File: src/rtl/shrb_pkg.sv
`default_nettype none
package shrb_pkg;

   localparam int BUF_SIZE = 64;
   localparam int IDX_W    = $clog2(BUF_SIZE);
   localparam int CNT_W    = IDX_W + 1;
   localparam int CHAR_W   = 8;
   localparam int LEN_W    = 6;
   localparam int CUR_W    = 6;
   localparam int STAT_W   = 2;
   localparam int REQ_W    = 2;

   localparam logic [LEN_W:0]   LEN_LIMIT = (LEN_W + 1)'(BUF_SIZE);
   localparam logic [CNT_W-1:0] CNT_FULL  = CNT_W'(BUF_SIZE);
   localparam logic [CNT_W-1:0] CNT_EMAX  = CNT_W'(BUF_SIZE - 1);

   localparam logic [REQ_W-1:0] REQ_ENQ  = 2'd0;
   localparam logic [REQ_W-1:0] REQ_DEQ  = 2'd1;
   localparam logic [REQ_W-1:0] REQ_PREV = 2'd2;
   localparam logic [REQ_W-1:0] REQ_NEXT = 2'd3;

   localparam logic [STAT_W-1:0] ST_OK      = 2'd0;
   localparam logic [STAT_W-1:0] ST_NONE    = 2'd1;
   localparam logic [STAT_W-1:0] ST_BAD_LEN = 2'd2;

   typedef enum logic [2:0] {
      IDX_HOLD  = 3'd0,
      IDX_CUR   = 3'd1,
      IDX_CURM1 = 3'd2,
      IDX_INC   = 3'd3,
      IDX_DEC   = 3'd4,
      IDX_TAIL  = 3'd5,
      IDX_RES   = 3'd6,
      IDX_START = 3'd7
   } idx_op_type;

   typedef enum logic [1:0] {
      START_HOLD  = 2'd0,
      START_IDX   = 2'd1,
      START_IDXP1 = 2'd2,
      START_TAIL  = 2'd3
   } start_op_type;

   typedef enum logic [2:0] {
      EMIT_NONE      = 3'd0,
      EMIT_BAD_LEN   = 3'd1,
      EMIT_FAIL_CUR  = 3'd2,
      EMIT_FAIL_TAIL = 3'd3,
      EMIT_ENQ       = 3'd4,
      EMIT_PEND_MID  = 3'd5,
      EMIT_PEND_LAST = 3'd6,
      EMIT_EMPTY     = 3'd7
   } emit_type;

   typedef struct packed {
      logic         latch;
      idx_op_type   idx_op;
      start_op_type start_op;
      logic         cnt_clr;
      logic         cnt_inc;
      logic         phase_clr;
      logic         phase_set;
      logic         reserve;
      logic         tail_set;
      logic         wr_byte;
      logic         fin_enq;
      logic         em_init;
      logic         pend_load;
      emit_type     emit;
   } cmd_type;

   typedef struct packed {
      logic [REQ_W-1:0] rtype;
      logic             active;
      logic             len_bad;
      logic             last;
      logic             h_eq_t;
      logic             h_eq_cur;
      logic             t_eq_cur;
      logic             push;
      logic             at_head;
      logic             at_tail;
      logic             cnt_full;
      logic             cnt_emax;
      logic             byte_zero;
      logic             phase;
      logic             pend_v;
      logic             store_ok;
      logic             start_eq_cur;
   } sts_type;

endpackage
`default_nettype wire

File: src/rtl/shrb_ram.sv
`default_nettype none
module shrb_ram #(
   parameter int WIDTH = 8,
   parameter int DEPTH = 64
) (
   input  wire logic                     clock,
   input  wire logic                     we,
   input  wire logic [$clog2(DEPTH)-1:0] waddr,
   input  wire logic [WIDTH-1:0]         wdata,
   input  wire logic [$clog2(DEPTH)-1:0] raddr,
   output logic      [WIDTH-1:0]         rdata
);
   logic [WIDTH-1:0] mem [DEPTH];
   logic [WIDTH-1:0] rdata_ff;

   always_ff @(posedge clock) begin
      if (we) begin
         mem[waddr] <= wdata;
      end
      rdata_ff <= mem[raddr];
   end

   assign rdata = rdata_ff;
endmodule
`default_nettype wire

File: src/rtl/shrb_ctrl.sv
`default_nettype none
module shrb_ctrl
   import shrb_pkg::*;
(
   input  wire logic    clock,
   input  wire logic    reset,
   input  wire logic    start,
   output logic         busy,
   input  wire sts_type sts,
   output cmd_type      cmd
);
   typedef enum logic [20:0] {
      S_IDLE     = 21'd1 << 0,
      S_DISP     = 21'd1 << 1,
      S_ENQ_RES  = 21'd1 << 2,
      S_TSEEK_RD = 21'd1 << 3,
      S_TSEEK_EV = 21'd1 << 4,
      S_TSKIP_RD = 21'd1 << 5,
      S_TSKIP_EV = 21'd1 << 6,
      S_ENQ_WR   = 21'd1 << 7,
      S_ENQ_FIN  = 21'd1 << 8,
      S_NSEEK_RD = 21'd1 << 9,
      S_NSEEK_EV = 21'd1 << 10,
      S_NSKIP_RD = 21'd1 << 11,
      S_NSKIP_EV = 21'd1 << 12,
      S_PREV_RD  = 21'd1 << 13,
      S_PREV_EV  = 21'd1 << 14,
      S_PREV_GO  = 21'd1 << 15,
      S_EM_RD    = 21'd1 << 16,
      S_EM_EV    = 21'd1 << 17,
      S_EM_FIN   = 21'd1 << 18,
      S_DSKIP_RD = 21'd1 << 19,
      S_DSKIP_EV = 21'd1 << 20
   } state_type;

   state_type state_ff, state_in;

   always_ff @(posedge clock) begin
      if (reset) begin
         state_ff <= S_IDLE;
      end else begin
         state_ff <= state_in;
      end
   end

   assign busy = (state_ff != S_IDLE);

   always_comb begin
      state_in = state_ff;
      cmd      = '0;
      unique case (state_ff)
         S_IDLE: begin
            if (start) begin
               cmd.latch = 1'b1;
               state_in  = S_DISP;
            end
         end
         S_DISP: begin
            unique case (sts.rtype)
               REQ_ENQ: begin
                  if (sts.active) begin
                     state_in = S_ENQ_WR;
                  end else if (sts.len_bad) begin
                     cmd.emit = EMIT_BAD_LEN;
                     state_in = S_IDLE;
                  end else begin
                     state_in = S_ENQ_RES;
                  end
               end
               REQ_DEQ: begin
                  if (sts.h_eq_t) begin
                     cmd.emit = EMIT_FAIL_TAIL;
                     state_in = S_IDLE;
                  end else begin
                     cmd.idx_op   = IDX_TAIL;
                     cmd.start_op = START_TAIL;
                     cmd.em_init  = 1'b1;
                     state_in     = S_EM_RD;
                  end
               end
               REQ_PREV: begin
                  if (sts.h_eq_t || sts.t_eq_cur) begin
                     cmd.emit = EMIT_FAIL_CUR;
                     state_in = S_IDLE;
                  end else begin
                     cmd.idx_op    = IDX_CURM1;
                     cmd.cnt_clr   = 1'b1;
                     cmd.phase_clr = 1'b1;
                     state_in      = S_PREV_RD;
                  end
               end
               default: begin
                  if (sts.h_eq_t || sts.h_eq_cur) begin
                     cmd.emit = EMIT_FAIL_CUR;
                     state_in = S_IDLE;
                  end else begin
                     cmd.idx_op  = IDX_CUR;
                     cmd.cnt_clr = 1'b1;
                     state_in    = S_NSEEK_RD;
                  end
               end
            endcase
         end
         S_ENQ_RES: begin
            cmd.reserve = 1'b1;
            cmd.idx_op  = IDX_RES;
            cmd.cnt_clr = 1'b1;
            state_in    = sts.push ? S_TSEEK_RD : S_ENQ_WR;
         end
         S_TSEEK_RD: begin
            if (sts.cnt_full) begin
               cmd.cnt_clr = 1'b1;
               state_in    = S_TSKIP_RD;
            end else begin
               state_in = S_TSEEK_EV;
            end
         end
         S_TSEEK_EV: begin
            if (sts.byte_zero) begin
               cmd.cnt_clr = 1'b1;
               state_in    = S_TSKIP_RD;
            end else begin
               cmd.idx_op  = IDX_INC;
               cmd.cnt_inc = 1'b1;
               state_in    = S_TSEEK_RD;
            end
         end
         S_TSKIP_RD: begin
            if (sts.cnt_full) begin
               cmd.tail_set = 1'b1;
               state_in     = S_ENQ_WR;
            end else begin
               state_in = S_TSKIP_EV;
            end
         end
         S_TSKIP_EV: begin
            if (!sts.byte_zero) begin
               cmd.tail_set = 1'b1;
               state_in     = S_ENQ_WR;
            end else begin
               cmd.idx_op  = IDX_INC;
               cmd.cnt_inc = 1'b1;
               state_in    = S_TSKIP_RD;
            end
         end
         S_ENQ_WR: begin
            cmd.wr_byte = sts.store_ok;
            state_in    = sts.last ? S_ENQ_FIN : S_IDLE;
         end
         S_ENQ_FIN: begin
            cmd.fin_enq = 1'b1;
            cmd.emit    = EMIT_ENQ;
            state_in    = S_IDLE;
         end
         S_NSEEK_RD: begin
            if (sts.at_head) begin
               cmd.emit = EMIT_FAIL_CUR;
               state_in = S_IDLE;
            end else if (sts.cnt_full) begin
               cmd.idx_op  = IDX_INC;
               cmd.cnt_clr = 1'b1;
               state_in    = S_NSKIP_RD;
            end else begin
               state_in = S_NSEEK_EV;
            end
         end
         S_NSEEK_EV: begin
            cmd.idx_op = IDX_INC;
            if (sts.byte_zero) begin
               cmd.cnt_clr = 1'b1;
               state_in    = S_NSKIP_RD;
            end else begin
               cmd.cnt_inc = 1'b1;
               state_in    = S_NSEEK_RD;
            end
         end
         S_NSKIP_RD: begin
            if (sts.at_head) begin
               cmd.emit = EMIT_FAIL_CUR;
               state_in = S_IDLE;
            end else if (sts.cnt_full) begin
               cmd.start_op = START_IDX;
               cmd.em_init  = 1'b1;
               state_in     = S_EM_RD;
            end else begin
               state_in = S_NSKIP_EV;
            end
         end
         S_NSKIP_EV: begin
            if (!sts.byte_zero) begin
               cmd.start_op = START_IDX;
               cmd.em_init  = 1'b1;
               state_in     = S_EM_RD;
            end else begin
               cmd.idx_op  = IDX_INC;
               cmd.cnt_inc = 1'b1;
               state_in    = S_NSKIP_RD;
            end
         end
         S_PREV_RD: begin
            if (sts.cnt_full) begin
               cmd.emit = EMIT_FAIL_CUR;
               state_in = S_IDLE;
            end else begin
               state_in = S_PREV_EV;
            end
         end
         S_PREV_EV: begin
            if (!sts.byte_zero) begin
               cmd.phase_set = 1'b1;
               if (sts.at_tail) begin
                  cmd.start_op = START_IDX;
                  state_in     = S_PREV_GO;
               end else begin
                  cmd.idx_op  = IDX_DEC;
                  cmd.cnt_inc = 1'b1;
                  state_in    = S_PREV_RD;
               end
            end else if (sts.phase) begin
               cmd.start_op = START_IDXP1;
               state_in     = S_PREV_GO;
            end else if (sts.at_tail) begin
               cmd.emit = EMIT_FAIL_CUR;
               state_in = S_IDLE;
            end else begin
               cmd.idx_op  = IDX_DEC;
               cmd.cnt_inc = 1'b1;
               state_in    = S_PREV_RD;
            end
         end
         S_PREV_GO: begin
            if (sts.start_eq_cur) begin
               cmd.emit = EMIT_FAIL_CUR;
               state_in = S_IDLE;
            end else begin
               cmd.idx_op  = IDX_START;
               cmd.em_init = 1'b1;
               state_in    = S_EM_RD;
            end
         end
         S_EM_RD: begin
            state_in = (sts.cnt_emax || sts.at_head) ? S_EM_FIN : S_EM_EV;
         end
         S_EM_EV: begin
            if (sts.byte_zero) begin
               state_in = S_EM_FIN;
            end else begin
               if (sts.pend_v) begin
                  cmd.emit = EMIT_PEND_MID;
               end
               cmd.pend_load = 1'b1;
               cmd.cnt_inc   = 1'b1;
               cmd.idx_op    = IDX_INC;
               state_in      = S_EM_RD;
            end
         end
         S_EM_FIN: begin
            cmd.emit = sts.pend_v ? EMIT_PEND_LAST : EMIT_EMPTY;
            if (sts.rtype == REQ_DEQ) begin
               cmd.cnt_clr = 1'b1;
               state_in    = S_DSKIP_RD;
            end else begin
               state_in = S_IDLE;
            end
         end
         S_DSKIP_RD: begin
            if (sts.at_head || sts.cnt_full) begin
               cmd.tail_set = 1'b1;
               state_in     = S_IDLE;
            end else begin
               state_in = S_DSKIP_EV;
            end
         end
         S_DSKIP_EV: begin
            if (!sts.byte_zero) begin
               cmd.tail_set = 1'b1;
               state_in     = S_IDLE;
            end else begin
               cmd.idx_op  = IDX_INC;
               cmd.cnt_inc = 1'b1;
               state_in    = S_DSKIP_RD;
            end
         end
         default: begin
            state_in = S_IDLE;
         end
      endcase
   end
endmodule
`default_nettype wire

File: src/rtl/shrb_dp.sv
`default_nettype none
module shrb_dp
   import shrb_pkg::*;
(
   input  wire logic              clock,
   input  wire logic              reset,
   input  wire logic [REQ_W-1:0]  req_type,
   input  wire logic [CHAR_W-1:0] req_char_in,
   input  wire logic [LEN_W-1:0]  req_str_len,
   input  wire logic              req_char_last,
   input  wire logic [CUR_W-1:0]  req_cursor_in,
   input  wire cmd_type           cmd,
   output sts_type                sts,
   output logic                   rsp_strobe,
   output logic [CHAR_W-1:0]      rsp_char_out,
   output logic                   rsp_out_last,
   output logic [STAT_W-1:0]      rsp_status,
   output logic [CUR_W-1:0]       rsp_cursor_out
);
   // latched item
   logic [REQ_W-1:0]  rtype_ff;
   logic [CHAR_W-1:0] char_ff;
   logic [LEN_W-1:0]  rlen_ff;
   logic              last_ff;
   logic [IDX_W-1:0]  cur_ff;

   // buffer state
   logic [IDX_W-1:0]    head_ff, head_in, tail_ff, tail_in, wr_ff, wr_in;
   logic [LEN_W-1:0]    len_ff, len_in;
   logic                active_ff, active_in;
   logic [BUF_SIZE-1:0] vld_ff, vld_in;
   logic                vq_ff;

   // scan state
   logic [IDX_W-1:0]  idx_ff, idx_in, start_ff, start_in;
   logic [CNT_W-1:0]  cnt_ff, cnt_in;
   logic              phase_ff, phase_in;
   logic [CHAR_W-1:0] pend_ff, pend_in;
   logic              pend_v_ff, pend_v_in;

   // result register
   logic              strobe_ff, strobe_in;
   logic [CHAR_W-1:0] ch_ff, ch_in;
   logic              olast_ff, olast_in;
   logic [STAT_W-1:0] stat_ff, stat_in;
   logic [CUR_W-1:0]  ocur_ff, ocur_in;

   logic [CHAR_W-1:0] rdata, byte_rd;
   logic [CNT_W-1:0]  size, room, hs, nhs;
   logic              wrap, push;
   logic [IDX_W-1:0]  tail_a, nh;

   shrb_ram #(.WIDTH(CHAR_W), .DEPTH(BUF_SIZE)) u_ram (
      .clock (clock),
      .we    (cmd.wr_byte),
      .waddr (wr_ff),
      .wdata (char_ff),
      .raddr (idx_ff),
      .rdata (rdata)
   );

   assign byte_rd = vq_ff ? rdata : '0;

   // space reservation for a new string
   always_comb begin
      size   = CNT_W'(rlen_ff) + CNT_W'(1);
      room   = CNT_FULL - {1'b0, head_ff};
      wrap   = (size > room);
      hs     = {1'b0, head_ff} + size;
      tail_a = (wrap && (hs > {1'b0, tail_ff})) ? size[IDX_W-1:0] : tail_ff;
      nh     = wrap ? '0 : head_ff;
      nhs    = {1'b0, nh} + size;
      push   = (nh < tail_a) && ({1'b0, tail_a} <= nhs);
   end

   always_comb begin
      sts.rtype        = rtype_ff;
      sts.active       = active_ff;
      sts.len_bad      = (rlen_ff == '0) || ({1'b0, rlen_ff} >= LEN_LIMIT);
      sts.last         = last_ff;
      sts.h_eq_t       = (head_ff == tail_ff);
      sts.h_eq_cur     = (head_ff == cur_ff);
      sts.t_eq_cur     = (tail_ff == cur_ff);
      sts.push         = push;
      sts.at_head      = (idx_ff == head_ff);
      sts.at_tail      = (idx_ff == tail_ff);
      sts.cnt_full     = (cnt_ff == CNT_FULL);
      sts.cnt_emax     = (cnt_ff == CNT_EMAX);
      sts.byte_zero    = (byte_rd == '0);
      sts.phase        = phase_ff;
      sts.pend_v       = pend_v_ff;
      sts.store_ok     = (LEN_W'(IDX_W'(wr_ff - head_ff)) < len_ff);
      sts.start_eq_cur = (start_ff == cur_ff);
   end

   always_comb begin
      head_in   = head_ff;
      tail_in   = tail_ff;
      wr_in     = wr_ff;
      len_in    = len_ff;
      active_in = active_ff;
      vld_in    = vld_ff;
      if (cmd.reserve) begin
         head_in   = nh;
         wr_in     = nh;
         tail_in   = tail_a;
         len_in    = rlen_ff;
         active_in = 1'b1;
         if (wrap) begin
            for (int i = 0; i < BUF_SIZE; i++) begin
               if (IDX_W'(i) >= head_ff) begin
                  vld_in[i] = 1'b0;
               end
            end
         end
      end
      if (cmd.tail_set) begin
         tail_in = idx_ff;
      end
      if (cmd.wr_byte) begin
         vld_in[wr_ff] = 1'b1;
         wr_in         = wr_ff + IDX_W'(1);
      end
      if (cmd.fin_enq) begin
         // the terminator reads as zero once its valid bit drops
         vld_in[wr_ff] = 1'b0;
         head_in       = wr_ff + IDX_W'(1);
         wr_in         = wr_ff + IDX_W'(1);
         active_in     = 1'b0;
      end
   end

   always_comb begin
      unique case (cmd.idx_op)
         IDX_HOLD:  idx_in = idx_ff;
         IDX_CUR:   idx_in = cur_ff;
         IDX_CURM1: idx_in = cur_ff - IDX_W'(1);
         IDX_INC:   idx_in = idx_ff + IDX_W'(1);
         IDX_DEC:   idx_in = idx_ff - IDX_W'(1);
         IDX_TAIL:  idx_in = tail_ff;
         IDX_RES:   idx_in = nhs[IDX_W-1:0];
         IDX_START: idx_in = start_ff;
         default:   idx_in = idx_ff;
      endcase
      unique case (cmd.start_op)
         START_HOLD:  start_in = start_ff;
         START_IDX:   start_in = idx_ff;
         START_IDXP1: start_in = idx_ff + IDX_W'(1);
         START_TAIL:  start_in = tail_ff;
         default:     start_in = start_ff;
      endcase
      cnt_in = cnt_ff;
      if (cmd.cnt_clr || cmd.em_init) begin
         cnt_in = '0;
      end else if (cmd.cnt_inc) begin
         cnt_in = cnt_ff + CNT_W'(1);
      end
      phase_in = phase_ff;
      if (cmd.phase_clr) begin
         phase_in = 1'b0;
      end else if (cmd.phase_set) begin
         phase_in = 1'b1;
      end
      pend_in   = pend_ff;
      pend_v_in = pend_v_ff;
      if (cmd.em_init) begin
         pend_v_in = 1'b0;
      end else if (cmd.pend_load) begin
         pend_in   = byte_rd;
         pend_v_in = 1'b1;
      end
   end

   always_comb begin
      strobe_in = 1'b1;
      ch_in     = '0;
      olast_in  = 1'b1;
      stat_in   = ST_OK;
      ocur_in   = CUR_W'(start_ff);
      unique case (cmd.emit)
         EMIT_NONE:      strobe_in = 1'b0;
         EMIT_BAD_LEN: begin
            stat_in = ST_BAD_LEN;
            ocur_in = CUR_W'(head_ff);
         end
         EMIT_FAIL_CUR: begin
            stat_in = ST_NONE;
            ocur_in = CUR_W'(cur_ff);
         end
         EMIT_FAIL_TAIL: begin
            stat_in = ST_NONE;
            ocur_in = CUR_W'(tail_ff);
         end
         EMIT_ENQ:       ocur_in = CUR_W'(head_ff);
         EMIT_PEND_MID: begin
            ch_in    = pend_ff;
            olast_in = 1'b0;
         end
         EMIT_PEND_LAST: ch_in = pend_ff;
         EMIT_EMPTY:     ch_in = '0;
         default:        strobe_in = 1'b0;
      endcase
   end

   always_ff @(posedge clock) begin
      if (reset) begin
         head_ff   <= '0;
         tail_ff   <= '0;
         wr_ff     <= '0;
         len_ff    <= '0;
         active_ff <= 1'b0;
         vld_ff    <= '0;
         strobe_ff <= 1'b0;
      end else begin
         head_ff   <= head_in;
         tail_ff   <= tail_in;
         wr_ff     <= wr_in;
         len_ff    <= len_in;
         active_ff <= active_in;
         vld_ff    <= vld_in;
         strobe_ff <= strobe_in;
      end
   end

   always_ff @(posedge clock) begin
      if (cmd.latch) begin
         rtype_ff <= req_type;
         char_ff  <= req_char_in;
         rlen_ff  <= req_str_len;
         last_ff  <= req_char_last;
         cur_ff   <= req_cursor_in[IDX_W-1:0];
      end
      vq_ff     <= vld_ff[idx_ff];
      idx_ff    <= idx_in;
      start_ff  <= start_in;
      cnt_ff    <= cnt_in;
      phase_ff  <= phase_in;
      pend_ff   <= pend_in;
      pend_v_ff <= pend_v_in;
      ch_ff     <= ch_in;
      olast_ff  <= olast_in;
      stat_ff   <= stat_in;
      ocur_ff   <= ocur_in;
   end

   assign rsp_strobe     = strobe_ff;
   assign rsp_char_out   = ch_ff;
   assign rsp_out_last   = olast_ff;
   assign rsp_status     = stat_ff;
   assign rsp_cursor_out = ocur_ff;
endmodule
`default_nettype wire

File: src/rtl/string_history_ring_buffer_unit.sv
// String history ring buffer: a 64-byte store of NUL-separated strings.
// Request channel: present req_* with start high; the item is taken on the
// clock edge where start is high and busy is low. req_type picks enqueue
// byte, dequeue oldest string, browse previous or browse next.
// Result channel: each result is valid for one cycle while rsp_strobe is high;
// the receiver must take it then, there is no back pressure. rsp_out_last
// marks the final result of an item.
// Timing: an enqueue byte goes from start through dispatch and a write state
// back to idle; the first byte of a string also passes a space reservation
// state, plus a tail scan when it pushes the tail, and the last byte adds a
// state for the terminator and its result. Queries run a controller that
// reads the byte store in alternating read and evaluate states (address,
// then registered read data); the memory's registered read port sets this
// pattern. Results are registered and appear in the cycle after the
// controller emits them.
// Reset: synchronous, active high; head, tail and write pointers clear, and
// per-entry valid bits drop so the whole store reads as zero at once.
`default_nettype none
module string_history_ring_buffer_unit
   import shrb_pkg::*;
(
   input  wire logic              clock,
   input  wire logic              reset,
   input  wire logic              start,
   output logic                   busy,
   input  wire logic [REQ_W-1:0]  req_type,
   input  wire logic [CHAR_W-1:0] req_char_in,
   input  wire logic [LEN_W-1:0]  req_str_len,
   input  wire logic              req_char_last,
   input  wire logic [CUR_W-1:0]  req_cursor_in,
   output logic                   rsp_strobe,
   output logic [CHAR_W-1:0]      rsp_char_out,
   output logic                   rsp_out_last,
   output logic [STAT_W-1:0]      rsp_status,
   output logic [CUR_W-1:0]       rsp_cursor_out
);
   cmd_type cmd;
   sts_type sts;

   // sequence the scans and pointer updates
   shrb_ctrl u_ctrl (
      .clock (clock),
      .reset (reset),
      .start (start),
      .busy  (busy),
      .sts   (sts),
      .cmd   (cmd)
   );

   // hold the store, pointers and result register
   shrb_dp u_dp (
      .clock          (clock),
      .reset          (reset),
      .req_type       (req_type),
      .req_char_in    (req_char_in),
      .req_str_len    (req_str_len),
      .req_char_last  (req_char_last),
      .req_cursor_in  (req_cursor_in),
      .cmd            (cmd),
      .sts            (sts),
      .rsp_strobe     (rsp_strobe),
      .rsp_char_out   (rsp_char_out),
      .rsp_out_last   (rsp_out_last),
      .rsp_status     (rsp_status),
      .rsp_cursor_out (rsp_cursor_out)
   );
endmodule
`default_nettype wire

File: config.mk
export PLATFORM = sky130hd
export DESIGN_NAME = string_history_ring_buffer_unit
export DESIGN_NICKNAME = d
export VERILOG_FILES = /design/src/rtl/shrb_pkg.sv /design/src/rtl/shrb_ram.sv /design/src/rtl/shrb_ctrl.sv /design/src/rtl/shrb_dp.sv /design/src/rtl/string_history_ring_buffer_unit.sv
export SDC_FILE = /design/constraint.sdc
export NUM_CORES = 1
export LEC_CHECK = 0
export BUFFER_PORTS_ARGS = -buffer_cell sky130_fd_sc_hd__buf_4
export CAP_MARGIN = 25
export CORE_ASPECT_RATIO = 2
export CORE_MARGIN = 1.5
export CORE_UTILIZATION = 57
export DETAILED_ROUTE_END_ITERATION = 12
export GPL_TIMING_DRIVEN = 1
export PLACE_DENSITY_LB_ADDON = 0.08
export SLEW_MARGIN = 20
export SYNTH_ARGS = -nofsm -noshare
export SYNTH_HDL_FRONTEND = slang
export SYNTH_SLANG_ARGS = --single-unit
File: constraint.sdc
create_clock -name clock -period 6.04 [get_ports clock]
set_input_delay 0.302 -clock clock [delete_from_list [all_inputs] [get_ports clock]]
set_output_delay 0.302 -clock clock [all_outputs]
set_load 0.1 [all_outputs]
After elaboration in Yosys (flattened, before gate mapping):

Memories as Yosys holds them, arrays and structs flattened. A register that Yosys moved wholly into a read port is not among the register bits.
Index checks and enable logic that the tools add are counted.

* register bits: 181
* RAM bits: 512
* output and inout bits: 19
* logic and storage cells: 373
* memories kept: 1

* $add $sub $neg: 10
* magnitude comparators: 72
* equal/unequal tests: 49
* muxes and demuxes: 184
* bitwise logic cells: 4
* reduce and logical (&&, ||, !) cells: 29

Memories
* u_dp.u_ram.mem: depth 64, bits a word 8, read ports 1, clocked after Yosys merged registers in 1, write ports 1, RTL line shrb_ram.sv:13 `logic [WIDTH-1:0] mem [DEPTH];`

Operator list (number)
* $pmux W21 S20: 1
* $mux W64: 4
* $ge A6 B6 Y1 const A: 32
* $mux W21: 6
* $mux W1: 99
* $ge A5 B6 Y1 const A: 16
* $mux W17: 4
* $and A64 B64 Y64: 1
* $not A64 Y64: 1
* $or A64 B64 Y64: 1
* $pmux W21 S3: 1
* $mux W6: 10
* $ge A4 B6 Y1 const A: 8
* $pmux W3 S8: 2
* $pmux W6 S7: 1
* $mux W20: 2
* $mux W19: 2
* $eq A6 B6 Y1: 6
* $pmux W6 S3: 2
* $mux W16: 2
* $mux W8: 4
* $mux W14: 2
* $mux W2: 14
* $mux W3: 9
* 73 further kinds: 118

Longest topological paths before layout:

* depth in word-level cells: 9
* mapped depth: 28
* gate-level depth less buffers: 26

Cells and area by module:

Synthesis repeated with hierarchy kept, for this count alone.

* cell total of the unflattened synthesis: 2398
* area, all modules: 32398.6 um2

Modules (own cells, without submodules)
* shrb_ram: instances 1, cells an instance 972, area each 20190.6 um2, sequential area each 15534.9 um2
* shrb_dp: instances 1, cells an instance 1200, area each 10443.8 um2, sequential area each 3633.5 um2
* shrb_ctrl: instances 1, cells an instance 226, area each 1764.2 um2, sequential area each 420.4 um2

Least setup slack after synthesis:

Ideal clock, no wire load.

* kind: register to register
* start: register u_dp.head_ff[1]
* end: register u_ctrl.state_ff[3]
* arrival time: 6468 ps
* required time: 5970 ps
* slack: -498 ps
* stages on the path, launching flop included: 28
* path buffers: 2
* period minus slack after synthesis: 6538 ps
* path through: dfxtp_1 clkbuf_1 inv_1 ha_1 buf_4 or3b_4 or3_1 ha_1 a211o_1 a31oi_1 o21ai_1 o22a_1 nand2_1 nand2_1 xnor2_1 ha_1 a21oi_1 a21oi_1 maj3_1 o31ai_1 xnor2_1 ha_1 or3b_1 mux2_2 or4_1 o211a_1 or3_1 a21oi_1

* longest elaborated chain between the ends: 8

Ends and longest elaborated chain
* start: declaration: RTL line shrb_dp.sv:28 `logic [IDX_W-1:0] head_ff, head_in, tail_ff, tail_in, wr_ff, wr_in;`
* start signal: assignment: RTL line shrb_dp.sv:215 `head_ff <= head_in;`
* $sub A7 B6 Y7 or $add A6 B7 Y7 (tied branches): RTL line shrb_dp.sv:67, shrb_dp.sv:69
* $gt A7 B7 Y1 or $gt A7 B6 Y1 (tied branches): RTL line shrb_dp.sv:68, shrb_dp.sv:70
* $mux W6 or $logic_and A1 B1 Y1 (tied branches): RTL line shrb_dp.sv:71, shrb_dp.sv:70
* $add A6 B7 Y7 or $mux W6 (tied branches): RTL line shrb_dp.sv:72, shrb_dp.sv:70
* $le A6 B7 Y1 or $lt A6 B6 Y1 (tied branches): RTL line shrb_dp.sv:73 `push = (nh < tail_a) && ({1'b0, tail_a} <= nhs);`
* $logic_and A1 B1 Y1: RTL line shrb_dp.sv:73
* $mux W8: RTL line shrb_ctrl.sv:108 `state_in = sts.push ? S_TSEEK_RD : S_ENQ_WR;`
* $pmux W21 S20 *: RTL line shrb_ctrl.sv:51 `unique case (state_ff)`
* end signal: assignment: RTL line shrb_ctrl.sv:42 `state_ff <= state_in;`
* end: declaration: RTL line shrb_ctrl.sv:36 `state_type state_ff, state_in;`

Mark *: on every way between the ends. The rest lies on a longest branch, timed or not.
A chain may end at the register's enable or synchronous reset.

Worst setup path in the final report:

* start: register u_dp.head_ff[0]
* end: register u_ctrl.state_ff[3]

Same word-level chain as after synthesis.

==> metrics.md <==
| Metric | Value |
|---|---|
| GRT met2 Usage | 56.8% |
| Slew headroom | 26.8% |
| Core Region | 54200 sq um |
| Critical path required time | 6.59 ns |
| Met3 GRT Util | 4.21% |
| Asr flop ratio synth | 0% |
| Syn avg cell area | 14.6 sq um |
| IO Port Bufs | 44 |
| P per Cell Area | 273 nW/um^2 |
| Initial antenna violation count | 1 |
| Number of diodes | 0 |
| Drt total wl | 88.7 mm |
| Final period util | 96.4% |
| Post-route ant nets | 0 |
| DR vias/cell | 6.59 |
| Post-Syn Nets | 2213 |
| Global route overflow | 0 |
| Primary FF master, synth | edfxtp_1 |
| Synth unique cells | 87 |
| Max cap viols | 0 |
| Full die area | 56100 sq um |
| Vias after detailed routing | 19.7k |
| DRC violations left | 0 |
| Max H-tree Level | 2 |
| Number of global-route vias before repair | 20.1k |
| Synth warn | 0 |
| Power, Total | 9.56 mW |
| Crit path max-delay family | simple AND/OR/NAND/NOR gates |
| Final hold vios | 0 |
| Worst vdd ir | 385 uV |
| GPL Wtd Cong | 0.958 |
| Startpoint types | register |
| CP Class | register to register |
| Max Slew Vio Count | 0 |
| Skew final | 0.0335 ns |
| Placed Area | 32800 sq um |
| Clk root buf | clkbuf_16 |
| Layout Utilization | 64.7% |
| # IOs | 45 |
| Slowest stage delay, CP | 0.40 ns |
| Area contributors post-synth | edfxtp_1 (54%), mux4_2 (14%), dfxtp_1 (9.4%) |
| GRT met1 Usage | 35.3% |
| Final nets | 2333 |
| Yosys top cell area share | 53.5% |
| Slowest CP cell | or4_1 |
| Post-Syn Area | 31200 sq um |
| Worst setup EP type | register |
| Chip Width | 168 um |
| Hpwl dp | 60.8 mm |
| Clock Sinks | 701 |
| Fill cell count | 3982 |
| Worst Hold Class | primary input to register |
| Initial core utilization | 57.5% |
| Post-route cell area | 35100 sq um |
| Fmax | 0.172 GHz |
| Arr. time, crit path | 6.37 ns |
| Critical path fanouts, max | 5 |
| Clock transition at path regs | 0.06 ns |
| Status | finished, final reports clean |
| Slew @ Worst Pin | 1.09 ns |
| Leak | 11.7 nW |
| Share of synthesized area occupied by flip-flops and latches | 62.9% |
| Cts bufs inserted | 59 |
| Number of flops mapped to enable cells by yosys | 555 |
| Pre-antenna DRT Iters | 6 |
| First-pass GRT wire length | 130 mm |
| WL per Instance | 29.7 um |
| Clock tree buffer depth | 3 |
| CP Launch Point | u_dp.head_ff[0]$_SDFFE_PP0P_ |
| Area Growth Syn to Fin | 12.6% |
| Final setup margin | 0.219 ns |
| Total GRT Usage | 32.0% |
| Syn Inst Count | 2139 |
| Initial DRC count | 1951 |
| Skew-Pair Late Insertion Delay | 0.65 ns |
| FF+latch count, synth | 701 |
| Busiest grt layer | met2 |
| Crit path buffers/inverters | 1 |
| Hold path startpoint | reset |
| Worst r2r src | u_dp.head_ff[0]$_SDFFE_PP0P_ |
| DIE HEIGHT | 334 um |
| TritonCTS clock tree | yes |
| Final min period | 5.82 ns |
| Post-synth top area cell | edfxtp_1 |
| Share of cells above drive strength 1 | 21.7% |
| Final setup violation count | 0 |
| Fin Hold WS | 0.201 ns |
| Largest net degree at the start of global routing | 153 |
| Rows | 121 |
| Post-place setup slack | 0.145 ns |
| RSZ-0062 raised after global routing | true |
==> stage by stage <==
step,TNS (ns),std cells
after detailed placement,0,2845
after global placement,0,2845
final,0,2986
after floorplan,0,2139
after CTS,0,2981
after global routing,-0.0463,2986
==> layer usage <==
metal / up-vias / part of all wire (%)
met5: - / 0
met4: 0 / 7.9
met3: 296 / 5.2
met2: 849 / 52
met1: 9978 / 35
li1: 8551 / -
==> final timing paths <==
path	endpoint	cells after the start	slack (ns)
setup / recovery	u_ctrl.state_ff[3]$_SDFFE_PP0P_	26	0.22
hold reg to reg	u_dp.len_ff[3]$_SDFFE_PP0P_	2	0.46
hold / removal	u_dp.wr_ff[0]$_SDFFE_PP0P_	2	0.20
setup reg to reg	u_ctrl.state_ff[3]$_SDFFE_PP0P_	26	0.22
==> timing repair <==
item,4_1_cts,5_1_grt
buffers inserted,0,4
setup endpoints to repair,0,2
hold endpoints to repair,24,0
hold buffers,24,0
resized for setup,0,8
==> logic make-up (layout without fill, tap and decap cells) <==
| family | count (synthesis) | in the layout | synth area share (%) |
|---|---|---|---|
| muxes | 200 | 200 | 14.0 |
| buffers and inverters | 200 | 371 | 2.47 |
| DFF | 701 | 701 | 62.9 |
| AOI/OAI and AO/OA | 372 | 372 | 7.76 |
| and+or+nand+nor | 532 | 532 | 8.29 |
| xor gates and xnor gates | 81 | 81 | 2.42 |
| adders and majority gates | 53 | 53 | 2.14 |
==> final cells by class <==
cell class | count | area (sq um) | area share (%)
flip-flops and latches | 701 | 19600 | 55.8
inverters | 64 | 248 | 0.706
clock inverters | 29 | 279 | 0.795
clock buffers | 83 | 1670 | 4.76
well taps | 676 | 846 | 2.41
repair buffers | 195 | 1560 | 4.45
multi-input cells | 1238 | 10900 | 31.0
==> cells in the final DEF (no fill, tap or decap), types with 8 or more instances in the layout <==
cell and instances:
a22oi_1 8, clkbuf_1 16, a31oi_1 9, clkinv_1 8
a221oi_1 21, or3_1 10, buf_4 168, xor2_1 26
nor4_1 18, a211o_1 8, nand4_1 15, mux4_2 189
dfxtp_1 145, clkbuf_16 61, nand3_1 34, and3_1 15
nor3_1 28, a21oi_1 109, nand2_1 134, inv_1 60
nand2b_1 13, o21ai_0 86, nor2b_1 9, xnor2_1 51
and2_1 23, ha_1 42, clkinv_2 12, a211oi_1 53
dlygate4sd3_1 24, edfxtp_1 555, a21o_1 8, nor2_1 169
nand3b_1 8, nor3b_1 9
==> cells in the mapped netlist (all sizes together), types with 9 or more instances <==
library cell	count
nor3b	9
a21oi	112
nand2b	13
clkbuf	109
and3	15
o21ai	89
inv	62
mux4	189
a31oi	9
xor2	27
nand3	34
edfxtp	555
xnor2	54
nand4	15
ha	46
nand2	136
nor2b	9
and2	24
a211oi	55
nor4	21
nor2	171
dfxtp	146
or3	12
nor3	32
buf	27
a221oi	22
==> power by group <==
group / switching, mW / internal, mW / total, mW
clock: 1.74 / 2.11 / 3.85
sequential: 0.0287 / 5.26 / 5.29
combinational: 0.293 / 0.131 / 0.424
total: 2.06 / 7.50 / 9.56
==> state kept, by name, indices dropped and copies added, names as in the netlist, 2 cells and up <==
signal / count
u_dp.rsp_status: 2
u_dp.wr_ff: 6
u_dp.rsp_char_out: 8
u_dp.u_ram.rdata: 8
u_dp.pend_ff: 8
u_dp.idx_ff: 6
u_ctrl.state_ff: 21
u_dp.cur_ff: 6
u_dp.rlen_ff: 6
u_dp.rtype_ff: 2
u_dp.start_ff: 6
u_dp.cnt_ff: 7
u_dp.char_ff: 8
u_dp.rsp_cursor_out: 6
u_dp.head_ff: 6
u_dp.tail_ff: 6
u_dp.vld_ff: 64
u_dp.len_ff: 6
u_dp.u_ram.mem: 512
==> worst register-to-register path: stages, from the launching register on <==
cell	delay [ns]
dfxtp_1	0.31
inv_1	0.07
ha_2	0.17
or3b_4	0.37
or3_4	0.37
ha_4	0.28
a211o_1	0.30
a31oi_1	0.18
o21ai_2	0.11
o22a_1	0.25
nand2_2	0.08
nand2_2	0.07
xnor2_2	0.15
ha_2	0.22
a21o_1	0.18
a21oi_2	0.13
a21oi_1	0.05
maj3_2	0.35
o31ai_4	0.08
xnor2_1	0.13
ha_1	0.31
or3b_1	0.34
mux2_2	0.28
or4_1	0.40
o211a_1	0.17
or3_1	0.31
a21oi_1	0.12
Power figures use the tool's default switching activity.
